**src/design/imm_pkg.sv**
```systemverilog
// shared types, constants and register codes for the ising multispin update block
// no dependencies; used by every module under design/

package imm_pkg;

    // data word: one bit per lane
    localparam int WORD_W = 64;
    localparam int LANES_DEF = 64;

    // acceptance thresholds are 53-bit fractions with one extra bit for "always"
    localparam int THR_W = 54;
    localparam int RND_W = 53;

    // configuration port
    localparam int CFG_IDX_W = 4;
    localparam logic [CFG_IDX_W-1:0] REG_SEED = 4'd0;
    localparam logic [CFG_IDX_W-1:0] REG_ACC_ZERO = 4'd1;
    localparam logic [CFG_IDX_W-1:0] REG_ACC_FOUR = 4'd2;
    localparam logic [CFG_IDX_W-1:0] REG_ACC_EIGHT = 4'd3;

    localparam logic [THR_W-1:0] THR_ZERO_RST = 54'd9007199254740992;
    localparam logic [THR_W-1:0] THR_FOUR_RST = 54'd1218991862300000;
    localparam logic [THR_W-1:0] THR_EIGHT_RST = 54'd164972610000000;

    // splitmix64 finalizer constants
    localparam logic [WORD_W-1:0] SM_C1 = 64'hBF58476D1CE4E5B9;
    localparam logic [WORD_W-1:0] SM_C2 = 64'h94D049BB133111EB;
    localparam logic [WORD_W-1:0] SM_GOLDEN = 64'h9E3779B97F4A7C15;

    // depth of the queue between front and back
    localparam int QDEPTH = 2;

    typedef struct packed {
        logic                 we;
        logic [CFG_IDX_W-1:0] index;
        logic [WORD_W-1:0]    data;
    } t_cfg;

    typedef struct packed {
        logic              busy;
        logic              load;
        logic [WORD_W-1:0] word_a;
        logic [WORD_W-1:0] word_b;
    } t_seed;

    // one classified site, ready for the threshold compare
    typedef struct packed {
        logic [WORD_W-1:0] center;
        logic [WORD_W-1:0] low_align;
        logic [WORD_W-1:0] two;
        logic [WORD_W-1:0] three;
        logic [WORD_W-1:0] four;
        logic [RND_W-1:0]  rnd;
    } t_work;

endpackage

```
**src/design/imm_fifo.sv**
```systemverilog
// short queue of classified sites between front and back
// depends on imm_pkg

module imm_fifo (
    input  logic            i_clk,
    input  logic            i_rst_n,
    input  logic            i_push,
    input  imm_pkg::t_work  i_data,
    output logic            o_full,
    output logic            o_valid,
    output imm_pkg::t_work  o_data,
    input  logic            i_pop
);

    localparam int Depth = imm_pkg::QDEPTH;
    localparam int PtrW = (Depth > 1) ? $clog2(Depth) : 1;
    localparam int CntW = $clog2(Depth + 1);

    imm_pkg::t_work     r_mem [Depth];
    logic [PtrW-1:0]    r_wr, r_rd;
    logic [CntW-1:0]    r_count;

    assign o_full = (r_count == CntW'(Depth));
    assign o_valid = (r_count != '0);
    assign o_data = r_mem[r_rd];

    always_ff @(posedge i_clk) begin
        if (i_push) begin
            r_mem[r_wr] <= i_data;
        end
    end

    always_ff @(posedge i_clk) begin
        if (!i_rst_n) begin
            r_wr <= '0;
            r_rd <= '0;
            r_count <= '0;
        end else begin
            if (i_push) begin
                r_wr <= (r_wr == PtrW'(Depth - 1)) ? '0 : r_wr + 1'b1;
            end
            if (i_pop) begin
                r_rd <= (r_rd == PtrW'(Depth - 1)) ? '0 : r_rd + 1'b1;
            end
            case ({i_push, i_pop})
                2'b10: r_count <= r_count + 1'b1;
                2'b01: r_count <= r_count - 1'b1;
                default: ;
            endcase
        end
    end

    a_no_overflow: assert property (@(posedge i_clk) disable iff (!i_rst_n)
        !(i_push && o_full) && !(i_pop && !o_valid))
        else $error("queue pushed when full or popped when empty");

endmodule

```
**config.mk**
```make
export PLATFORM = sky130hd
export DESIGN_NAME = imm_fifo
export DESIGN_NICKNAME = d
export VERILOG_FILES = /design/src/design/imm_pkg.sv /design/src/design/imm_fifo.sv
export SDC_FILE = /design/constraint.sdc
export NUM_CORES = 1
export LEC_CHECK = 0
export BUFFER_PORTS_ARGS = -buffer_cell sky130_fd_sc_hd__buf_4
export CAP_MARGIN = 15
export CORE_AREA = 2 2 291 293
export CTS_CLUSTER_DIAMETER = 60
export DETAILED_ROUTE_END_ITERATION = 12
export DIE_AREA = 0 0 293 295
export PLACE_DENSITY = 0.63
export SYNTH_ARGS = -nofsm -noshare
export SYNTH_HDL_FRONTEND = slang
export SYNTH_SLANG_ARGS = --single-unit
```
**constraint.sdc**
```tcl
create_clock -name i_clk -period 37.3 [get_ports i_clk]
set_input_delay 5.595 -clock i_clk [delete_from_list [all_inputs] [get_ports i_clk]]
set_output_delay 5.595 -clock i_clk [all_outputs]
set_load 0.02 [all_outputs]
```
======== Word level (Yosys, flattened, before mapping) ========
Memory sizes are Yosys's and may differ from the RTL's. A register that Yosys moved wholly into a read port is not among the register bits.
Index checks and enable logic that the tools add are counted.
cells by class
  add/sub/neg operators ................... 4
  equal/unequal tests ..................... 3
  muxes and demuxes ....................... 7
  reduce and logical (&&, ||, !) cells .... 2
operators with widths
  cell                                                                   count
  1-bit two-way mux                                                      6
  2-bit equality test, second input constant                             2
  2-bit case mux with 2 select lines                                     1
  2-bit nonzero test                                                     2
  1-bit adder, second input constant                                     2
  2-bit by 1-bit adder with 2-bit output, second input constant          1
  2-bit by 1-bit equality test with 1-bit output, second input constant  1
  2-bit by 1-bit subtractor with 2-bit output, second input constant     1
word-level totals
  bits in registers ....................... 4
  RAM bits ................................ 746
  input port bits ......................... 377
  output and inout bits ................... 375
  word-level logic and storage cells ...... 20
  memories kept ........................... 1
memory list
  name   depth  bits a word  rd ports  clocked after Yosys merged registers in  write ports  line            text
  r_mem  2      373          1         1                                        1            imm_fifo.sv:19  imm_pkg::t_work r_mem [Depth];

======== Depth between registers and ports, before layout ========
  depth after elaboration ................. 4
  depth in mapped cells ................... 5

======== Least setup slack after synthesis ========
OpenSTA, ideal clock, no wires.
  path kind ............................... input to register
  from .................................... in i_push
  to ...................................... reg r_wr
  setup time .............................. 132 ps
  arrival time ............................ 22404 ps
  setup slack ............................. 14763 ps
  stages .................................. 3
  buffers on the path ..................... 0
  path through ............................ inv_1 > nor2_1 > o21a_1
RTL lines
  what                  line            text
  start, declared       imm_fifo.sv:7   input logic i_push,
  end signal, assigned  imm_fifo.sv:40  r_wr <= (r_wr == PtrW'(Depth - 1)) ? '0 : r_wr + 1'b1;
  end, declared         imm_fifo.sv:20  logic [PtrW-1:0] r_wr, r_rd;

==> results_dict.tcl <==
set metrics [dict create \
    status "finished, final reports clean" \
    hpwl_um 48400 \
    fp.dieH_um 295 \
    fmax_ghz 0.0913 \
    nets 2377 \
    ys_seq_area_frac 0.776 \
    dr.pass1.iters 4 \
    power_density_mw_per_mm2 55.0 \
    hold_viol 0 \
    cts_setup_buffers 0 \
    mostFrequentLayoutCell "buf_4" \
    peakVddDrop_mv 0.0391 \
    seq_power_share 0.472 \
    path_max_fanout 52 \
    setup_slack_ns 26.35 \
    place_ws_ns 26.90 \
    num_rows 106 \
    hold_class "flip-flop to flip-flop" \
    use_met3 0.0596 \
    antenna_found_initial 11 \
    end_kind "output pin" \
    synth_cell_types 20 \
    cts_tree "yes" \
    ant_nets 0 \
    post-route-period-util 0.294 \
    ctsResizeCount 0 \
    areaGrowthSynthToFinish_pct 31.5 \
    syn-num-nets 1561 \
    drc 0 \
    drv_cap 0 \
    postSynthCellCount 1183 \
    avgSynthCellArea_um2 24.5 \
    fillers 7074 \
    gp_congestion 0.795 \
    p_int_mw 1.60 \
    die-area_mm2 0.0864 \
    cp_data_required_time_ns 31.70 \
    cts_sinks 751 \
    fin_tns_setup_ns 0 \
    yosysWarnings 0 \
    wl_per_cell_um 21.8 \
    holdBufCountCts 0 \
    gr-usage-all-layers 0.151 \
    grt_pass1_vias 15259 \
    io_pins 752 \
    clk_latency_ns 0.63 \
    use_met2 0.266 \
    setup_viol_count_final 0 \
    start_util 0.349 \
    critPathArrivalTime_ns 5.35 \
    relSlewSlack 0.265 \
    worstSetupPathType "flip-flop to output pin" \
    leakagePower_nw 14.9 \
    rsz0062_at_grt "no" \
    grt_remaining_overflow 0 \
    cts_root_buffer "clkbuf_16" \
    worstMarginPinSlew_ns 1.10 \
    mostFrequentLayoutCells "769 x buf_4, 746 x edfxtp_1, 370 x mux2_4, 88 x clkbuf_16, 28 x clkbuf_1" \
    vias_per_cell 4.46 \
    drt-total-wl_um 68700 \
    power_mw 2.10 \
    drt_iter0_markers 645 \
    layout_min_cycle_time_ns 10.95 \
    io_buffers 751 \
    switching_share 0.236 \
    grt_max_degree 72 \
    clockBufferDepth 3 \
    busiest_layer "met2" \
    htree_levels 3 \
    finClkSkew_ns 0.0280 \
    maxSlewViolCount 0 \
    grt_pass1_wl_um 96600 \
    fp.dieW_um 293 \
    clkPwrFrac 0.389 \
    core-area_mm2 0.0832 \
    start_kind "flip-flop" \
    synth_seq_cells 751 \
    via_count 14062 \
    syn_area_mm2 0.0290 \
    power_switching_uw 494 \
    numCtsBuffers 87 \
    pwr-share-comb 0.139 \
    gr-usage-met1 0.159 \
    clk_pin_slew_ns 0.06 \
    final_layout_size_suffix_gt1_frac 0.612 \
]
==> cells in the mapped netlist (all sizes together) <==
cell type	instances	area share
buf	42	0.027
o21ai	1	0.00017
or2	1	0.00022
ha	1	0.00043
a21boi	1	0.00026
nor2b	1	0.00022
or3	1	0.00022
edfxtp	746	0.77
nor2	1	0.00013
and2b	1	0.00026
xor2	1	0.00030
dfxtp	5	0.0035
inv	1	0.00013
and2	4	0.00086
o21a	1	0.00026
xnor2	2	0.00060
mux2	373	0.19
==> power by group through the flow <==
stage          Sequential [mW]  Combinational (mW)  Clock (mW)
3_3_place_gp              1.01               0.294           0
2_1_floorplan             1.02               0.184           0
3_5_place_dp              1.01               0.296           0
6_report                 0.991               0.292       0.816
4_1_cts                  0.992               0.297       0.840
5_1_grt                  0.995               0.308       0.872
==> area by class of cell <==
type / instances / area [um^2] / area share
clock buffers: 116 / 2310 / 0.0605
repair buffers: 769 / 5770 / 0.151
clock inverters: 40 / 475 / 0.0125
multi-input cells: 389 / 5710 / 0.150
well taps: 1080 / 1350 / 0.0354
diodes: 8 / 20.0 / 0.000525
inverters: 1 / 3.75 / 0.0000984
flip-flops and latches: 751 / 22500 / 0.590
==> final timing paths <==
path / from / to / slack (ns) / cells after the start
worst min register to register: r_count[1] / r_count[1] / 0.50 / 2
worst max register to register: r_wr / r_mem[1][231] / 32.99 / 4
worst max-delay path: flip-flop / o_data[250] / 26.35 / 6
worst min-delay path: r_count[1] / r_count[1] / 0.50 / 2
==> metrics by stage <==
step           instance area [um^2]  hold slack [ns]  instances  utilization
5_1_grt                       38100            0.535       3152        0.459
3_3_place_gp                  35300            0.480       2990        0.425
3_5_place_dp                  35300            0.495       2990        0.425
4_1_cts                       38100            0.503       3146        0.459
6_report                      38100            0.503       3154        0.459
2_1_floorplan                 29000            0.461       1183            -
==> layer usage <==
| metal | part of all wire | wire length [um] |
|---|---|---|
| met5 | 0.00015 | 10 |
| met4 | 0.039 | 2700 |
| met3 | 0.091 | 6260 |
| met2 | 0.52 | 35600 |
| met1 | 0.35 | 24100 |
==> logic make-up (layout without fill, tap and decap cells) <==
| kind of cell | after synthesis | in the layout | share of synthesized area |
|---|---|---|---|
| multiplexers | 373 | 373 | 0.193 |
| buffers and inverters | 43 | 926 | 0.0274 |
| XOR/XNOR | 3 | 3 | 0.000906 |
| AND/OR/NAND/NOR | 9 | 9 | 0.00190 |
| flip-flops | 751 | 751 | 0.776 |
| adder cells (fa/ha/maj) | 1 | 1 | 0.000431 |
| other | 0 | 8 | 0 |
| AO/OA/AOI/OAI | 3 | 3 | 0.000690 |
==> worst max-delay path, cell delays in order (launching register included) <==
cell and delay (ns):
dfxtp_4 0.82, buf_4 0.76, buf_4 0.86, buf_4 0.74, buf_4 0.85, mux2_4 0.35
buf_4 0.16
==> sequential cells by signal (all words and copies together) (netlist names), named ones only <==
| name | cells |
|---|---|
| r_mem | 746 |
| r_count | 2 |
| r_rd | 1 |
| r_wr | 1 |
(Power assumes the default switching activity.)
