===== src/design/imm_pkg.sv =====
// shared types, constants and register codes for the ising multispin update block
// no dependencies; used by every module under design/

package imm_pkg;

    // data word: one bit per lane
    localparam int WORD_W = 64;
    localparam int LANES_DEF = 64;

    // acceptance thresholds are 53-bit fractions with one extra bit for "always"
    localparam int THR_W = 54;
    localparam int RND_W = 53;

    // configuration port
    localparam int CFG_IDX_W = 4;
    localparam logic [CFG_IDX_W-1:0] REG_SEED = 4'd0;
    localparam logic [CFG_IDX_W-1:0] REG_ACC_ZERO = 4'd1;
    localparam logic [CFG_IDX_W-1:0] REG_ACC_FOUR = 4'd2;
    localparam logic [CFG_IDX_W-1:0] REG_ACC_EIGHT = 4'd3;

    localparam logic [THR_W-1:0] THR_ZERO_RST = 54'd9007199254740992;
    localparam logic [THR_W-1:0] THR_FOUR_RST = 54'd1218991862300000;
    localparam logic [THR_W-1:0] THR_EIGHT_RST = 54'd164972610000000;

    // splitmix64 finalizer constants
    localparam logic [WORD_W-1:0] SM_C1 = 64'hBF58476D1CE4E5B9;
    localparam logic [WORD_W-1:0] SM_C2 = 64'h94D049BB133111EB;
    localparam logic [WORD_W-1:0] SM_GOLDEN = 64'h9E3779B97F4A7C15;

    // depth of the queue between front and back
    localparam int QDEPTH = 2;

    typedef struct packed {
        logic                 we;
        logic [CFG_IDX_W-1:0] index;
        logic [WORD_W-1:0]    data;
    } t_cfg;

    typedef struct packed {
        logic              busy;
        logic              load;
        logic [WORD_W-1:0] word_a;
        logic [WORD_W-1:0] word_b;
    } t_seed;

    // one classified site, ready for the threshold compare
    typedef struct packed {
        logic [WORD_W-1:0] center;
        logic [WORD_W-1:0] low_align;
        logic [WORD_W-1:0] two;
        logic [WORD_W-1:0] three;
        logic [WORD_W-1:0] four;
        logic [RND_W-1:0]  rnd;
    } t_work;

endpackage


===== src/design/imm_back.sv =====
// back end: threshold registers, per-lane accept and the output register
// depends on imm_pkg

module imm_back (
    input  logic                          i_clk,
    input  logic                          i_rst_n,
    input  imm_pkg::t_cfg                 i_cfg,
    input  logic                          i_q_valid,
    input  imm_pkg::t_work                i_work,
    output logic                          o_pop,
    output logic                          o_out_valid,
    input  logic                          i_out_stall,
    output logic [imm_pkg::WORD_W-1:0]    o_new_center_spins,
    output logic [imm_pkg::WORD_W-1:0]    o_flipped_lanes
);

    localparam int W = imm_pkg::WORD_W;
    localparam int TW = imm_pkg::THR_W;

    logic [TW-1:0]  r_thr_zero, r_thr_four, r_thr_eight;
    logic           r_out_valid;
    logic [W-1:0]   r_new_center, r_flipped;
    logic [TW-1:0]  rnd;
    logic [W-1:0]   flip;

    always_ff @(posedge i_clk) begin
        if (!i_rst_n) begin
            r_thr_zero <= imm_pkg::THR_ZERO_RST;
            r_thr_four <= imm_pkg::THR_FOUR_RST;
            r_thr_eight <= imm_pkg::THR_EIGHT_RST;
        end else if (i_cfg.we) begin
            if (i_cfg.index == imm_pkg::REG_ACC_ZERO) begin
                r_thr_zero <= i_cfg.data[TW-1:0];
            end
            if (i_cfg.index == imm_pkg::REG_ACC_FOUR) begin
                r_thr_four <= i_cfg.data[TW-1:0];
            end
            if (i_cfg.index == imm_pkg::REG_ACC_EIGHT) begin
                r_thr_eight <= i_cfg.data[TW-1:0];
            end
        end
    end

    assign rnd = {1'b0, i_work.rnd};
    assign flip = i_work.low_align
                | ((rnd < r_thr_zero) ? i_work.two : '0)
                | ((rnd < r_thr_four) ? i_work.three : '0)
                | ((rnd < r_thr_eight) ? i_work.four : '0);

    assign o_pop = i_q_valid && (!r_out_valid || !i_out_stall);

    always_ff @(posedge i_clk) begin
        if (!i_rst_n) begin
            r_out_valid <= 1'b0;
        end else if (o_pop) begin
            r_out_valid <= 1'b1;
        end else if (!i_out_stall) begin
            r_out_valid <= 1'b0;
        end
    end

    always_ff @(posedge i_clk) begin
        if (o_pop) begin
            r_new_center <= i_work.center ^ flip;
            r_flipped <= flip;
        end
    end

    assign o_out_valid = r_out_valid;
    assign o_new_center_spins = r_new_center;
    assign o_flipped_lanes = r_flipped;

    a_pop_fills_output: assert property (@(posedge i_clk) disable iff (!i_rst_n)
        o_pop |=> r_out_valid)
        else $error("popped site did not reach the output register");

endmodule


===== config.mk =====
export PLATFORM = sky130hd
export DESIGN_NAME = imm_back
export DESIGN_NICKNAME = d
export VERILOG_FILES = /design/src/design/imm_pkg.sv /design/src/design/imm_back.sv
export SDC_FILE = /design/constraint.sdc
export NUM_CORES = 1
export LEC_CHECK = 0
export BUFFER_PORTS_ARGS = -buffer_cell sky130_fd_sc_hd__buf_4
export CORE_AREA = 2 2 221 223
export CTS_CLUSTER_DIAMETER = 60
export CTS_CLUSTER_SIZE = 14
export DETAILED_ROUTE_END_ITERATION = 8
export DIE_AREA = 0 0 223 225
export RECOVER_POWER = 100
export SYNTH_ARGS = -nofsm -noshare
export SYNTH_HDL_FRONTEND = slang
export SYNTH_SLANG_ARGS = --single-unit

===== constraint.sdc =====
create_clock -name i_clk -period 14.8 [get_ports i_clk]
set_input_delay 2.96 -clock i_clk [delete_from_list [all_inputs] [get_ports i_clk]]
set_output_delay 2.96 -clock i_clk [all_outputs]
set_load 0.01 [all_outputs]

After elaboration in Yosys (flattened, before gate mapping)
Index checks and enable logic that the tools add are counted.
{ "totals": {"inputBits": 446, "word_cells": 29, "output_inout_bits": 130, "ff_bits": 291} }
{ "op_classes": {"n_lt_le_gt_ge": 3, "n_bitwise": 4, "muxes": 5, "n_eq_ne": 4, "reduce_logical": 7} }
{ "ops": {"columns": ["cell", "count"], "rows": [
  ["$mux 64", 3],
  ["$or 64x64->64", 3],
  ["$lt 53x54->1", 3],
  ["$xor 64x64->64", 1],
  ["$eq 4x2->1 const B", 2],
  ["$reduce_and 2->1", 3],
  ["$eq 4x1->1 const B", 1],
  ["$logic_not 1->1", 2],
  ["$mux 1", 2],
  ["$ne 2x2->1 const B", 1],
  ["$logic_and 1x1->1", 1],
  ["$logic_or 1x1->1", 1]
]} }

Longest topological paths before layout
{ "logic_depth": {"ltp_word": 6, "mapped_depth": 13, "mapped_depth_nobuf": 11} }

Worst setup path after synthesis
No wires, ideal clock.
{ "synth_path": {"kind": "input -> output", "from": "in i_q_valid", "to": "out o_pop", "path_slack_ps": -583, "stages": 1, "arrival_ps": 12423, "n_path_buf": 0, "t_required_ps": 11840, "cell_sequence": "a21boi_0"} }
{ "synth_via": {"elab_chain_cells": 1} }
{ "synth_rtl": {"columns": ["item", "line_no", "rtl"], "rows": [
  ["start, declared", "imm_back.sv:8", "input logic i_q_valid,"],
  ["$logic_and 1x1->1", "imm_back.sv:50", "assign o_pop = i_q_valid && (!r_out_valid || !i_out_stall);"],
  ["end, declared", "imm_back.sv:10", "output logic o_pop,"]
]} }
Every way passes these cells.

Worst setup path in the final report
{ "layout_path": {"from": "in i_work[13] (netlist bit)", "to": "reg r_new_center[8], in the netlist o_new_center_spins[8] (data pin)"} }
{ "layout_via": {"elab_chain_cells": 6, "word_cells_on_any_way": 10, "classes_between": "3 x order compare; 3 x mux; 4 x bitwise"} }
{ "layout_rtl": {"columns": ["item", "line_no", "rtl"], "rows": [
  ["start, declared", "imm_back.sv:9", "input imm_pkg::t_work i_work,"],
  ["$lt 53x54->1", "imm_back.sv:46", "| ((rnd < r_thr_zero) ? i_work.two : '0)"],
  ["$mux 64", "imm_back.sv:46", null],
  ["$or 64x64->64", "imm_back.sv:46", null],
  ["$or 64x64->64", "imm_back.sv:47", "| ((rnd < r_thr_four) ? i_work.three : '0)"],
  ["$or 64x64->64 (*)", "imm_back.sv:48", "| ((rnd < r_thr_eight) ? i_work.four : '0);"],
  ["named net flip[8]", "imm_back.sv:24", "logic [W-1:0] flip;"],
  ["$xor 64x64->64 (*)", "imm_back.sv:64", "r_new_center <= i_work.center ^ flip;"],
  ["end signal, assigned", "imm_back.sv:64", null],
  ["end, declared", "imm_back.sv:22", "logic [W-1:0] r_new_center, r_flipped;"]
]} }
Mark *: on every way through the listed nets, which the timed path passes. The rest lies on a longest branch.
A chain may end at the register's enable or synchronous reset.

==> flow_summary_export.csv <==
group,metric,value,unit
pwr,swShare,27.5,%
synth,synth_ff_type,"dfxtp_1",
sta,rsz0062_at_grt,"false",
die,die_w,223,um
synth,synth.net_count,2295,
critical_path,cp_slowest_cell,"clkbuf_1",
drt,routed_wl,64600,um
drt,drt-pass1-iter-count,5,
die,die_y,225,um
drt,vias,14329,
critical_path,cp-start-kind,"input pin",
critical_path,max_stage_delay,2350,ps
sta,setup_tns,0,ps
clock_network,post_cts_buffers,0,
sta,slew_violations,231,
pwr,power_frac_comb,15.5,%
worst_hold_path,min_path_type,"flop to flop",
die,die-area,0.0502,mm^2
critical_path,path_cells,"clkbuf_1 > ha_1 > a21oi_1 > o21ai_0 > a221oi_1 > a31oi_1 > nor3_4 > clkbuf_1 > a21oi_1 > nand3_2 > xor2_1",
outcome,status,"complete, but fails checks",
layout,fin_nets,2833,
synth,async_flop_share,0,%
outcome,violations,"max-capacitance violations, max-slew violations",
pwr,peakVddDrop,0.0000611,V
sta,final_hold_viol_count,0,
critical_path,r2r-start,"r_thr_eight[13]$_SDFFE_PN0P_",
worst_hold_path,hold_start,"r_thr_eight[36]$_SDFFE_PN0P_",
synth,synth-edff-count,128,
die,row_count,80,
layout,instances_no_fill,2886,
layout,register_area,0.00711,mm^2
clock_network,cts-root-buf,"clkbuf_16",
synth,synth_xor_area_share,3.53,%
synth,syn-mean-instance-area,9.38,um^2
pwr,cellInternalPower,1500,uW
synth,synth_adder_area_share,12.3,%
clock_network,cts_buffers,35,
drt,ant_nets,0,
synth,synthTopCellsByArea,"edfxtp_1, dfxtp_1, ha_1, nand2_1, a21boi_0",
synth,synthSimpleGateAreaFrac,18.4,%
synth,yosys.area.top_type,"edfxtp_1",
placed_design,dpl.cell_count,2809,
global_route,grtUsageTotal,24.8,%
global_route,grt_pass1_wl,91300,um
pwr,p_seq_share,43.0,%
clock_network,htree_levels,2,
global_route,gr-total-overflow,0,
sta,worstMarginPinSlew,3420,ps
synth,ys.warnings.count,0,
critical_path,crit_start,"i_work[13]",
critical_path,worstPathArrival,8080,ps
global_route,grt_pass1_vias,13990,
pwr,switchingPower,569,uW
global_route,antenna_found_initial,18,
clock_network,cts_tree,"yes",
synth,synth_top_area_share,24.2,%
placed_design,dp_hpwl,50400,um
pwr,p_leak,0.00864,uW
die,fp.coreArea,0.0475,mm^2
pwr,power,2070,uW
synth,synth_common_cells,"nand2_1, dfxtp_1, ha_1, inv_1, edfxtp_1",
drt,drt_iter0_markers,832,
clock_network,clock_sinks,291,
critical_path,crit_buf_inv,2,
clock_network,hold_buffers,0,
sta,max_freq,128,MHz
layout,multi_input_area,0.00765,mm^2
clock_network,cts.path.max_buffers,3,
placed_design,port-buffer-count,565,
die,io_pins,576,
pwr,p_per_area,98.1,mW/mm^2
layout,fillers,4785,
layout,drive_gt1_share,24.4,%
die,start_util,33.4,%
synth,synth_most_common_cell,"nand2_1",
synth,synthMuxAreaShare,0,%
clock_network,clock_latency,550,ps
sta,skew,33.2,ps
sta,setup_slack,6990,ps
drt,post_drt_wl_per_cell,22.4,um
critical_path,crit_required,15070,ps
synth,synth-seq-area-share,44.7,%
synth,synthDistinctLibCells,53,
critical_path,worst-setup-path-type,"input pin to flop",
synth,synth-compound-area-share,14.8,%
placed_design,dp_slack,7730,ps
placed_design,gp_congestion,0.943,
clock_network,clk_transition_reported_paths,60,ps
job,max-cap-violations,3,
synth,syn_inst,1693,
sta,period_share,52.8,%
global_route,grt_max_degree,130,
drt,drc,0,
clock_network,post_cts_resized,0,
sta,slew_headroom,-128,%
sta,setup_violations,0,
synth,synth.cell_area,0.0159,mm^2
synth,synth_seq_cells,291,
synth,synth_top_family_by_area,"simple AND/OR/NAND/NOR gates",
drt,vias_per_cell,4.97,
critical_path,path_max_fanout,64,
layout,syn_to_final_growth,33.0,%
sta,layout_min_cycle_time,7810,ps
critical_path,cp_top_family,"buffers and inverters",
layout,utilization,44.4,%
critical_path,end_kind,"flop",
pwr,power_frac_clock,41.6,%
[power groups by stage]
stage          combinational, uW  clock [uW]  sequential [uW]
2_1_floorplan                130           0              923
3_3_place_gp                 339           0              907
3_5_place_dp                 343           0              908
4_1_cts                      345         886              891
5_1_grt                      349         917              893
6_report                     320         862              890
[final timing paths]
kind / end / slack, ps / depth (start not counted)
setup / recovery: o_new_center_spins[8]$_DFFE_PP_ / 6990 / 11
hold / removal: r_thr_eight[36]$_SDFFE_PN0P_ / 470 / 2
setup reg to reg: o_new_center_spins[8]$_DFFE_PP_ / 9180 / 11
hold reg to reg: r_thr_eight[36]$_SDFFE_PN0P_ / 470 / 2
[cell type report]
type	instances	share of cell area [%]
Antenna cell	13	0.154
Inverter	156	2.77
Clock inverter	21	1.02
Sequential cell	291	33.6
Multi-Input combinational cell	1170	36.2
Clock buffer	43	4.39
Tap cell	615	3.64
Timing Repair Buffer	577	18.2
[tightest hold or removal path, stage by stage (launching register included)]
cell,delay [ps]
dfxtp_1,310
nand2_1,40
a21boi_0,60
[metal layers]
layer  vias up  track usage, %  share of wire, %
li1       6934               -                 -
met1      6834            30.9                42
met2       453            40.2                47
met3        96            7.55               7.7
met4        12            9.83               3.5
met5         -               0              0.12
[placed cells by master (no fill, tap or decap), types with 64 or more instances in the layout]
cell      netlist  layout
xor2_1         64      64
a21oi_1       120     120
ha_1          156     156
nand3_1        72     103
clkbuf_1       56     141
inv_1         156     156
nand2_1       380     380
edfxtp_1      128     128
buf_4           6     441
a21boi_0      119     119
dfxtp_1       163     163
[flip-flops by register name (all words and copies together), names as in the netlist]
signal and flops:
r_thr_four 54, r_thr_eight 54, r_thr_zero 54, o_flipped_lanes 64, o_new_center_spins 64, o_out_valid 1
[metrics by stage]
step                      cell area, um^2  hold WS (ps)
after CTS                           21800           467
after detailed placement            20600           459
final                               21100           466
after global placement              20600           452
after global routing                21100           483
after floorplan                     15900           439
[cell families (layout without fill, tap and decap cells)]
family / Yosys count / after routing
flip-flops: 291 / 291
AO/OA/AOI/OAI: 355 / 355
XOR/XNOR: 64 / 64
adder cells (fa/ha/maj): 156 / 156
AND/OR/NAND/NOR: 595 / 595
buffers and inverters: 232 / 797
other: 0 / 13
No activity file was read; power rests on OpenSTA's default activity.
