File: src/design/imm_pkg.sv
// shared types, constants and register codes for the ising multispin update block
// no dependencies; used by every module under design/

package imm_pkg;

    // data word: one bit per lane
    localparam int WORD_W = 64;
    localparam int LANES_DEF = 64;

    // acceptance thresholds are 53-bit fractions with one extra bit for "always"
    localparam int THR_W = 54;
    localparam int RND_W = 53;

    // configuration port
    localparam int CFG_IDX_W = 4;
    localparam logic [CFG_IDX_W-1:0] REG_SEED = 4'd0;
    localparam logic [CFG_IDX_W-1:0] REG_ACC_ZERO = 4'd1;
    localparam logic [CFG_IDX_W-1:0] REG_ACC_FOUR = 4'd2;
    localparam logic [CFG_IDX_W-1:0] REG_ACC_EIGHT = 4'd3;

    localparam logic [THR_W-1:0] THR_ZERO_RST = 54'd9007199254740992;
    localparam logic [THR_W-1:0] THR_FOUR_RST = 54'd1218991862300000;
    localparam logic [THR_W-1:0] THR_EIGHT_RST = 54'd164972610000000;

    // splitmix64 finalizer constants
    localparam logic [WORD_W-1:0] SM_C1 = 64'hBF58476D1CE4E5B9;
    localparam logic [WORD_W-1:0] SM_C2 = 64'h94D049BB133111EB;
    localparam logic [WORD_W-1:0] SM_GOLDEN = 64'h9E3779B97F4A7C15;

    // depth of the queue between front and back
    localparam int QDEPTH = 2;

    typedef struct packed {
        logic                 we;
        logic [CFG_IDX_W-1:0] index;
        logic [WORD_W-1:0]    data;
    } t_cfg;

    typedef struct packed {
        logic              busy;
        logic              load;
        logic [WORD_W-1:0] word_a;
        logic [WORD_W-1:0] word_b;
    } t_seed;

    // one classified site, ready for the threshold compare
    typedef struct packed {
        logic [WORD_W-1:0] center;
        logic [WORD_W-1:0] low_align;
        logic [WORD_W-1:0] two;
        logic [WORD_W-1:0] three;
        logic [WORD_W-1:0] four;
        logic [RND_W-1:0]  rnd;
    } t_work;

endpackage

File: src/design/imm_mix.sv
// splitmix64 seed expansion: one shared 32x32 multiplier, three partial products per multiply
// depends on imm_pkg

module imm_mix (
    input  logic                          i_clk,
    input  logic                          i_rst_n,
    input  logic                          i_start,
    input  logic [imm_pkg::WORD_W-1:0]    i_seed,
    output imm_pkg::t_seed                o_seed
);

    localparam logic [3:0] ST_IDLE = 4'd0;
    localparam logic [3:0] ST_XS30 = 4'd1;
    localparam logic [3:0] ST_M1L = 4'd2;
    localparam logic [3:0] ST_M1H = 4'd3;
    localparam logic [3:0] ST_M1X = 4'd4;
    localparam logic [3:0] ST_XS27 = 4'd5;
    localparam logic [3:0] ST_M2L = 4'd6;
    localparam logic [3:0] ST_M2H = 4'd7;
    localparam logic [3:0] ST_M2X = 4'd8;
    localparam logic [3:0] ST_XS31 = 4'd9;

    logic [3:0]                   r_state, n_state;
    logic                         r_second;
    logic [imm_pkg::WORD_W-1:0]   r_seed, r_z, r_acc, r_word_a;
    logic [31:0]                  mul_x, mul_y;
    logic [63:0]                  product;
    logic [imm_pkg::WORD_W-1:0]   fin;

    // operand select: low*low, high*low, low*high (upper product bits drop out mod 2^64)
    always_comb begin
        mul_x = r_z[31:0];
        mul_y = imm_pkg::SM_C1[31:0];
        unique case (r_state)
            ST_M1L: begin mul_x = r_z[31:0];  mul_y = imm_pkg::SM_C1[31:0];  end
            ST_M1H: begin mul_x = r_z[63:32]; mul_y = imm_pkg::SM_C1[31:0];  end
            ST_M1X: begin mul_x = r_z[31:0];  mul_y = imm_pkg::SM_C1[63:32]; end
            ST_M2L: begin mul_x = r_z[31:0];  mul_y = imm_pkg::SM_C2[31:0];  end
            ST_M2H: begin mul_x = r_z[63:32]; mul_y = imm_pkg::SM_C2[31:0];  end
            ST_M2X: begin mul_x = r_z[31:0];  mul_y = imm_pkg::SM_C2[63:32]; end
            default: begin mul_x = r_z[31:0]; mul_y = imm_pkg::SM_C1[31:0];  end
        endcase
    end

    assign product = 64'(mul_x) * 64'(mul_y);
    assign fin = r_acc ^ (r_acc >> 31);

    always_comb begin
        unique case (r_state)
            ST_IDLE: n_state = ST_IDLE;
            ST_XS30: n_state = ST_M1L;
            ST_M1L:  n_state = ST_M1H;
            ST_M1H:  n_state = ST_M1X;
            ST_M1X:  n_state = ST_XS27;
            ST_XS27: n_state = ST_M2L;
            ST_M2L:  n_state = ST_M2H;
            ST_M2H:  n_state = ST_M2X;
            ST_M2X:  n_state = ST_XS31;
            ST_XS31: n_state = r_second ? ST_IDLE : ST_XS30;
            default: n_state = ST_IDLE;
        endcase
    end

    // reset expands seed zero, just as a write of zero would
    always_ff @(posedge i_clk) begin
        if (!i_rst_n) begin
            r_state <= ST_XS30;
            r_second <= 1'b0;
            r_seed <= '0;
            r_z <= '0;
        end else if (i_start) begin
            r_state <= ST_XS30;
            r_second <= 1'b0;
            r_seed <= i_seed;
            r_z <= i_seed;
        end else begin
            r_state <= n_state;
            case (r_state) inside
                ST_XS30: r_z <= r_z ^ (r_z >> 30);
                ST_M1L, ST_M2L: r_acc <= product;
                ST_M1H, ST_M1X, ST_M2H, ST_M2X: r_acc[63:32] <= r_acc[63:32] + product[31:0];
                ST_XS27: r_z <= r_acc ^ (r_acc >> 27);
                ST_XS31: begin
                    if (!r_second) begin
                        r_word_a <= fin;
                        r_z <= r_seed + imm_pkg::SM_GOLDEN;
                        r_second <= 1'b1;
                    end
                end
                default: ;
            endcase
        end
    end

    assign o_seed.busy = (r_state != ST_IDLE);
    assign o_seed.load = (r_state == ST_XS31) && r_second;
    assign o_seed.word_a = r_word_a;
    assign o_seed.word_b = fin;

    a_start_restarts: assert property (@(posedge i_clk) disable iff (!i_rst_n)
        i_start |=> (r_state == ST_XS30) && !r_second)
        else $error("seed write did not restart the expansion");

endmodule

File: src/design/imm_front.sv
// front end: accepts sites, counts aligned neighbors per lane, draws one xoroshiro128** number
// depends on imm_pkg and imm_mix

module imm_front #(
    parameter int LANES = imm_pkg::LANES_DEF
) (
    input  logic                          i_clk,
    input  logic                          i_rst_n,
    input  imm_pkg::t_cfg                 i_cfg,
    input  logic                          i_in_valid,
    output logic                          o_in_stall,
    input  logic [imm_pkg::WORD_W-1:0]    i_center_spins,
    input  logic [imm_pkg::WORD_W-1:0]    i_up_spins,
    input  logic [imm_pkg::WORD_W-1:0]    i_down_spins,
    input  logic [imm_pkg::WORD_W-1:0]    i_left_spins,
    input  logic [imm_pkg::WORD_W-1:0]    i_right_spins,
    input  logic                          i_q_full,
    output logic                          o_push,
    output imm_pkg::t_work                o_work
);

    localparam int W = imm_pkg::WORD_W;
    localparam logic [W-1:0] LaneMask = {W{1'b1}} >> (W - LANES);

    imm_pkg::t_seed seed;
    logic [W-1:0]   r_word_a, r_word_b;
    logic [W-1:0]   au, ad, al, ar;
    logic [W-1:0]   s_ud, c_ud, s_lr, c_lr, c_mid, b0, b1, b2;
    logic [W-1:0]   mul5, rot7, res, s1;
    logic           accept;

    imm_mix u_mix (
        .i_clk   (i_clk),
        .i_rst_n (i_rst_n),
        .i_start (i_cfg.we && (i_cfg.index == imm_pkg::REG_SEED)),
        .i_seed  (i_cfg.data),
        .o_seed  (seed)
    );

    assign o_in_stall = seed.busy || i_q_full;
    assign accept = i_in_valid && !o_in_stall;
    assign o_push = accept;

    // per lane aligned count b2 b1 b0 from two half adders and a carry merge
    assign au = ~(i_center_spins ^ i_up_spins);
    assign ad = ~(i_center_spins ^ i_down_spins);
    assign al = ~(i_center_spins ^ i_left_spins);
    assign ar = ~(i_center_spins ^ i_right_spins);
    assign s_ud = au ^ ad;
    assign c_ud = au & ad;
    assign s_lr = al ^ ar;
    assign c_lr = al & ar;
    assign b0 = s_ud ^ s_lr;
    assign c_mid = s_ud & s_lr;
    assign b1 = c_mid ^ c_ud ^ c_lr;
    assign b2 = (c_ud & c_lr) | (c_lr & c_mid) | (c_ud & c_mid);

    // xoroshiro128** output: rotl(a*5, 7)*9 as shift-adds
    assign mul5 = r_word_a + (r_word_a << 2);
    assign rot7 = {mul5[W-8:0], mul5[W-1:W-7]};
    assign res = rot7 + (rot7 << 3);
    assign s1 = r_word_b ^ r_word_a;

    assign o_work.center = i_center_spins;
    assign o_work.low_align = ~b1 & ~b2 & LaneMask;
    assign o_work.two = ~b0 & b1 & ~b2 & LaneMask;
    assign o_work.three = b0 & b1 & ~b2 & LaneMask;
    assign o_work.four = ~b0 & ~b1 & b2 & LaneMask;
    assign o_work.rnd = res[W-1:W-imm_pkg::RND_W];

    always_ff @(posedge i_clk) begin
        if (seed.load) begin
            r_word_a <= seed.word_a;
            r_word_b <= seed.word_b;
        end else if (accept) begin
            r_word_a <= {r_word_a[39:0], r_word_a[63:40]} ^ s1 ^ (s1 << 16);
            r_word_b <= {s1[26:0], s1[63:27]};
        end
    end

    a_no_push_while_seeding: assert property (@(posedge i_clk) disable iff (!i_rst_n)
        seed.busy |-> !o_push)
        else $error("site accepted while generator seeding");

endmodule

File: config.mk
export PLATFORM = sky130hd
export DESIGN_NAME = imm_front
export DESIGN_NICKNAME = d
export VERILOG_FILES = /design/src/design/imm_pkg.sv /design/src/design/imm_mix.sv /design/src/design/imm_front.sv
export SDC_FILE = /design/constraint.sdc
export NUM_CORES = 2
export LEC_CHECK = 0
export ABC_AREA = 1
export BUFFER_PORTS_ARGS = -buffer_cell sky130_fd_sc_hd__buf_4
export CORE_MARGIN = 3
export CORE_UTILIZATION = 37
export DETAILED_ROUTE_END_ITERATION = 6
export PLACE_DENSITY = 0.61
export SLEW_MARGIN = 30
export SYNTH_ARGS = -nofsm -noshare
export SYNTH_HDL_FRONTEND = slang
export SYNTH_SLANG_ARGS = --single-unit
File: constraint.sdc
create_clock -name i_clk -period 9.8 [get_ports i_clk]
set_input_delay 0.49 -clock i_clk [delete_from_list [all_inputs] [get_ports i_clk]]
set_output_delay 0.49 -clock i_clk [all_outputs]
set_load 0.03 [all_outputs]
### After elaboration in Yosys (flattened, before gate mapping)

Cells that the tools add are included.

* memories kept: 0
* input bits: 393
* register bits: 389
* RAM bits: 0
* output and inout bits: 375
* memory bits (read-only): 0
* latch bits: 0

* shift operators: 0
* multiplexer cells: 17
* div/mod/pow operators: 0
* equal/unequal tests: 12
* $mul: 1
* magnitude comparators: 0
* add/sub/neg operators: 4
* reduce and logical (&&, ||, !) cells: 20
* bitwise logic cells: 44

Operator list (count)
* 64-bit AND: 13
* 64-bit bitwise XOR: 12
* 64-bit 2-to-1 mux: 11
* 64-bit NOT: 7
* 64-bit adder: 2
* 64-bit bitwise OR: 2
* 32-bit 2-to-1 mux: 3
* 32-bit case mux with 3 select lines: 1
* 64-bit adder (second input constant): 1
* 32-bit by 32-bit multiplier with 64-bit output: 1
* 64-bit by 33-bit bitwise XOR with 64-bit output: 1
* 64-bit by 34-bit bitwise XOR with 64-bit output: 1
* 64-bit by 37-bit bitwise XOR with 64-bit output: 1
* 4-bit case mux with 9 select lines: 1
* 32-bit adder: 1
* 4-bit by 3-bit == test with 1-bit output (second input constant): 4
* 4-bit AND reduction: 3
* 4-bit by 2-bit == test with 1-bit output (second input constant): 2
* 4-bit == test (second input constant): 2
* 8-bit AND reduction: 1
* 4-bit nonzero test: 2
* 2-bit OR reduction: 4
* 1-bit NOT: 7
* 3-bit by 1-bit != test with 1-bit output (second input constant): 2
* other kinds (10): 13

### Longest topological paths before layout

* depth after elaboration: 9
* gate-level depth with buffers: 46
* mapped depth without buffers: 44

### Cells and area by module

A second synthesis with hierarchy kept.

* cells, all modules: 9375
* area, all modules: 72411.9 um2

Modules (own cells, without submodules)
* imm_mix: area an instance 47026.4 um2, instances 1, sequential area each 6506.2 um2, cells an instance 5911
* imm_front: area an instance 25385.6 um2, instances 1, sequential area each 3843.7 um2, cells an instance 3464

### Worst setup path after synthesis

Ideal clock, no wire load.

* path kind: input to register
* start point: in i_q_full
* end point: reg r_word_a[0], enable pin
* slack: -0.926 ns
* cell stages on the path: 2
* arrival time: 9.932 ns
* path through: nand3b_1 o21ai_0

* cells in the longest elaborated chain, start to end: 4

Ends and longest elaborated chain
* from (decl): line imm_front.sv:17 `input logic i_q_full,`
* 1-bit logical OR: line imm_front.sv:40 `assign o_in_stall = seed.busy || i_q_full;`
* 1-bit zero test: line imm_front.sv:41 `assign accept = i_in_valid && !o_in_stall;`
* 1-bit logical AND: line imm_front.sv:41
* 2-bit nonzero test (no source line)
* to (signal assigned): line imm_front.sv:73 `r_word_a <= seed.word_a;`
* to (signal assigned): line imm_front.sv:76 `r_word_a <= {r_word_a[39:0], r_word_a[63:40]} ^ s1 ^ (s1 << 16);`
* to (decl): line imm_front.sv:26 `logic [W-1:0] r_word_a, r_word_b;`

Every way passes these cells.
A chain may end at the register's enable or synchronous reset.

### Worst setup path in the final report

* start point: reg u_mix.r_state[1]
* end point: reg u_mix.r_acc[61] (netlist bit), data pin

* cells in the longest elaborated chain, start to end: 7
* elaborated cells between the ends (all ways): 15

Ends and longest elaborated chain
* from (decl): line imm_mix.sv:23 `logic [3:0] r_state, n_state;`
* from (signal assigned): line imm_mix.sv:77 `r_state <= n_state;`
* 4-bit by 3-bit == test with 1-bit output or 4-bit by 2-bit == test with 1-bit output (tied branches): line imm_mix.sv:34 `unique case (r_state)`
* 2-bit OR reduction (no source line)
* 32-bit case mux with 3 select lines or 32-bit 2-to-1 mux (tied branches): line imm_mix.sv:34
* 32-bit by 32-bit multiplier with 64-bit output: line imm_mix.sv:45 `assign product = 64'(mul_x) * 64'(mul_y);`
* 32-bit adder: line imm_mix.sv:81 `ST_M1H, ST_M1X, ST_M2H, ST_M2X: r_acc[63:32] <= r_acc[63:32] + product[31:0];`
* 32-bit 2-to-1 mux: line imm_mix.sv:78 `case (r_state) inside`
* 32-bit 2-to-1 mux *: line imm_mix.sv:78
* to (signal assigned): line imm_mix.sv:80 `ST_M1L, ST_M2L: r_acc <= product;`
* to (decl): line imm_mix.sv:25 `logic [imm_pkg::WORD_W-1:0] r_seed, r_z, r_acc, r_word_a;`

Every way passes the cells marked *; elsewhere a longest branch is shown, timed or not. The select of a mux whose other input is x is not followed.

==> results.rst <==
.. list-table::
   :header-rows: 1

   * - Metric
     - Value
   * - Setup repair after global routing missed its margin
     - no
   * - Global-route congestion overflow total
     - 0
   * - Die Width
     - 440 microns
   * - Insertion delay of the later-clocked pin in the worst-skew pair
     - 0.61 ns
   * - Max Freq
     - 106 MHz
   * - Vias per inst
     - 5.23
   * - Clock tree from TritonCTS
     - done
   * - Total negative setup slack
     - 0 ns
   * - Vias in the first global route
     - 62,373
   * - Std-Cell Core Area
     - around 190,000 sq um
   * - Average size of a mapped cell
     - 8.09 sq um
   * - Netlist Area Pre-Place
     - between 60,000 and 70,000 sq um
   * - Area growth from synthesis to layout
     - 15.5%
   * - Post-synth ARST share
     - 0
   * - Normalized max-slew margin
     - 0.345
   * - Kind of start point of the critical path
     - register
   * - Initial standard-cell utilization of the core
     - 0.373
   * - Finished Layout Cells
     - 11,818
   * - Number of cells produced by synthesis
     - 8,599
   * - Main synth FF type
     - sky130_fd_sc_hd__edfxtp_1
   * - Cell count after placement
     - 11,719
   * - Critical path launch point
     - u_mix.r_state[1]$_SDFF_PP0_
   * - Worst-path fanout max
     - 39
   * - Worst slew pin tran
     - about 0.98 ns
   * - Net count of the finished layout
     - 11,312
   * - Routed wire length
     - 288 mm
   * - Number of antenna violations at the first check in global routing
     - 13
   * - Number of port buffers
     - 767
   * - Number of distinct library cells after synthesis
     - 64
   * - Number of iterations in the first detailed-routing pass
     - 5
   * - I/O pin total
     - 768
   * - Worst setup timing slack at the placement stage
     - about 0.14 ns
   * - Height of the chip
     - 440 microns
   * - Clock sink count
     - 389
   * - Post-route ant nets
     - 0
   * - Crit Path Class
     - reg2reg
   * - Total DRC errors in the routed layout
     - 0
   * - Global Route Usage Sum
     - 0.290
   * - Slack of the critical path
     - 0.382 ns
   * - Register-to-register setup slack
     - 0.38 ns
   * - Number of synthesized register bits
     - 389
   * - Initial detailed-routing violation count
     - around 5,700
   * - Critical register-to-register path endpoint
     - u_mix.r_acc[61]$_DFFE_PP_
   * - Final count of negative-setup-slack endpoints
     - 0
   * - Sum of net half-perimeters after detailed placement
     - around 250 mm
   * - Crit path top cell by count
     - sky130_fd_sc_hd__fa_1
   * - Sequential cell area fraction in the yosys report
     - 0.149
   * - Worst endpoint data arrival time
     - 9.78 ns
   * - Hold_sp
     - i_cfg[60]
   * - Critical register-to-register path startpoint
     - u_mix.r_state[1]$_SDFF_PP0_
   * - Routability congestion estimate
     - 1.01
   * - Hold Buf Count CTS
     - 0
   * - Final Slew Violations
     - 0
   * - Max Cap Violations
     - 0
   * - Number of enable-type register cells in the synthesized netlist
     - 256
   * - Global-route wire length before repair
     - 416 mm
   * - Clock-pin slew on the worst setup and hold paths
     - 0.06 ns
   * - Cell depth of the worst flop-to-flop path
     - 36
   * - Maximum root-to-sink buffer count
     - 3
   * - Hold violation count in the final report
     - 0
   * - Number of core rows
     - 158
   * - Path category of the worst min-delay check
     - in2reg
   * - CP max stage delay
     - 0.64 ns
   * - Worst clock skew on the final layout
     - 0.0294 ns
   * - Clock buffers created by TritonCTS
     - 46
   * - Die area
     - 193,000 sq um
   * - H-tree levels
     - 2
   * - Pin count of the biggest net entering global routing
     - 126
   * - Share of post-route cells with drive strength above 1
     - 0.128
   * - Capture point of the critical path
     - u_mix.r_acc[61]$_DFFE_PP_
   * - Kind of capture point of the worst setup path
     - register
   * - Root cell of the clock tree
     - sky130_fd_sc_hd__clkbuf_16
   * - Yosys warning total
     - 0
   * - Post-detailed-route wirelength per cell
     - ~24 microns
   * - Final min period
     - 9.42 ns
   * - Result of the run
     - finished, final reports clean
   * - Number of vias in the routed layout
     - a little over 60,000
   * - Library cell contributing the largest single delay on the critical path
     - sky130_fd_sc_hd__fa_1
   * - Required @ worst endpoint
     - about 10 ns
   * - Post-Syn Nets
     - roughly 11,000
   * - Share of the cycle needed by the critical path after routing
     - 0.961
==> layout by cell type, fill, tap and decap left out, types with 10 or more instances in the layout <==
master and instances:
sky130_fd_sc_hd__clkinv_2 12, sky130_fd_sc_hd__nand4_1 26, sky130_fd_sc_hd__o211ai_1 67, sky130_fd_sc_hd__nor3b_1 65
sky130_fd_sc_hd__clkbuf_16 47, sky130_fd_sc_hd__xor2_1 252, sky130_fd_sc_hd__a21oi_1 428, sky130_fd_sc_hd__o21a_1 27
sky130_fd_sc_hd__nor2_1 1019, sky130_fd_sc_hd__nand2_1 1185, sky130_fd_sc_hd__o221ai_1 14, sky130_fd_sc_hd__fa_1 954
sky130_fd_sc_hd__a21o_1 19, sky130_fd_sc_hd__diode_2 11, sky130_fd_sc_hd__inv_1 1665, sky130_fd_sc_hd__o21ai_1 35
sky130_fd_sc_hd__xnor2_1 411, sky130_fd_sc_hd__a21oi_2 10, sky130_fd_sc_hd__buf_4 945, sky130_fd_sc_hd__nand2_2 37
sky130_fd_sc_hd__nor3_1 56, sky130_fd_sc_hd__dfxtp_1 133, sky130_fd_sc_hd__o21bai_1 18, sky130_fd_sc_hd__nor4_1 18
sky130_fd_sc_hd__o22ai_1 54, sky130_fd_sc_hd__nor2_2 29, sky130_fd_sc_hd__a31oi_1 108, sky130_fd_sc_hd__ha_1 669
sky130_fd_sc_hd__edfxtp_1 256, sky130_fd_sc_hd__or2_2 26, sky130_fd_sc_hd__o21ai_0 436, sky130_fd_sc_hd__nand3_1 136
sky130_fd_sc_hd__o21ai_2 17
==> worst max-delay path, delay by kind of cell, from the launching register on <==
kind | cells | cell delay [ns]
buffers and inverters | 11 | 1.53
AO/OA/AOI/OAI | 4 | 0.57
flip-flops | 1 | 0.40
adder cells (fa/ha/maj) | 9 | 4.50
AND/OR/NAND/NOR | 12 | 2.13
==> Yosys cell counts, types with 9 or more instances <==
library cell	instances	area share
sky130_fd_sc_hd__a211oi_1	9	0.00097
sky130_fd_sc_hd__a21o_1	19	0.0021
sky130_fd_sc_hd__a21oi_1	431	0.031
sky130_fd_sc_hd__a221oi_1	9	0.0011
sky130_fd_sc_hd__a31oi_1	108	0.0097
sky130_fd_sc_hd__buf_1	9	0.00049
sky130_fd_sc_hd__buf_2	24	0.0017
sky130_fd_sc_hd__buf_4	64	0.0069
sky130_fd_sc_hd__clkbuf_1	216	0.012
sky130_fd_sc_hd__dfxtp_1	133	0.038
sky130_fd_sc_hd__edfxtp_1	256	0.11
sky130_fd_sc_hd__fa_1	955	0.27
sky130_fd_sc_hd__ha_1	674	0.12
sky130_fd_sc_hd__inv_1	1670	0.090
sky130_fd_sc_hd__nand2_1	1187	0.064
sky130_fd_sc_hd__nand2_2	35	0.0031
sky130_fd_sc_hd__nand3_1	137	0.0099
sky130_fd_sc_hd__nand3b_1	9	0.00097
sky130_fd_sc_hd__nand4_1	26	0.0023
sky130_fd_sc_hd__nor2_1	1047	0.057
sky130_fd_sc_hd__nor3_1	58	0.0042
sky130_fd_sc_hd__nor3b_1	65	0.0070
sky130_fd_sc_hd__nor4_1	19	0.0017
sky130_fd_sc_hd__o211ai_1	67	0.0072
sky130_fd_sc_hd__o21a_1	27	0.0029
sky130_fd_sc_hd__o21ai_0	459	0.033
sky130_fd_sc_hd__o21ai_1	23	0.0017
sky130_fd_sc_hd__o21bai_1	18	0.0019
sky130_fd_sc_hd__o221ai_1	14	0.0018
sky130_fd_sc_hd__o22ai_1	54	0.0049
sky130_fd_sc_hd__or2_2	26	0.0023
sky130_fd_sc_hd__xnor2_1	411	0.052
sky130_fd_sc_hd__xor2_1	254	0.032
==> kinds of logic after synthesis <==
family / share of synthesized area
buffers and inverters: 0.111
flip-flops: 0.149
AND/OR/NAND/NOR: 0.154
XOR/XNOR: 0.0837
adder cells (fa/ha/maj): 0.396
AO/OA/AOI/OAI: 0.106
==> stage by stage <==
stage,hold slack [ns],area (sq um),util
after floorplan,0.452,69500,-
after global placement,0.477,78500,0.422
after detailed placement,0.480,78600,0.422
after CTS,0.109,80100,0.430
after global routing,0.125,80300,0.431
final,0.126,80300,0.431
==> worst min path at each step <==
stage / end / slack [ns] / cells after the start
2_1_floorplan: u_mix.r_second$_SDFFE_PP0P_ / 0.45 / 2
3_3_place_gp: u_mix.r_seed[1]$_SDFFE_PN0P_ / 0.48 / 2
3_5_place_dp: u_mix.r_seed[1]$_SDFFE_PN0P_ / 0.48 / 2
4_1_cts: u_mix.r_seed[60]$_SDFFE_PN0P_ / 0.11 / 3
5_1_grt: u_mix.r_seed[45]$_SDFFE_PN0P_ / 0.12 / 3
6_report: u_mix.r_seed[60]$_SDFFE_PN0P_ / 0.13 / 3
==> repair_timing <==
action                     CTS  global route
hold endpoints to repair     0             0
setup buffers                0             3
gates resized for setup      0            57
setup endpoints to repair    0            10
==> registers in the layout, indices dropped and copies added, names as in the netlist <==
name	count
r_word_b	64
u_mix.r_word_a	64
u_mix.r_second	1
u_mix.r_state	4
r_word_a	64
u_mix.r_seed	64
u_mix.r_z	64
u_mix.r_acc	64
==> metal layers <==
metal,GRT usage,routed length [microns],vias to the layer above
met3,0.0442,22000,420
met2,0.473,135000,2475
met5,0,11,-
li1,-,-,28272
met4,0.0928,10600,2
met1,0.394,121000,30637
==> cell type report <==
class	instances	area, sq um
Sequential cell	389	10300
Timing Repair Buffer	956	7290
Antenna cell	11	27.5
Inverter	1678	6310
Multi-Input combinational cell	6219	51700
Tap cell	2480	3100
Clock inverter	31	324
Fill cell	18890	106000
Clock buffer	54	1200
Power is not shown: default switching activity piles up to over one toggle a cycle in this logic, so the estimate is an artifact.
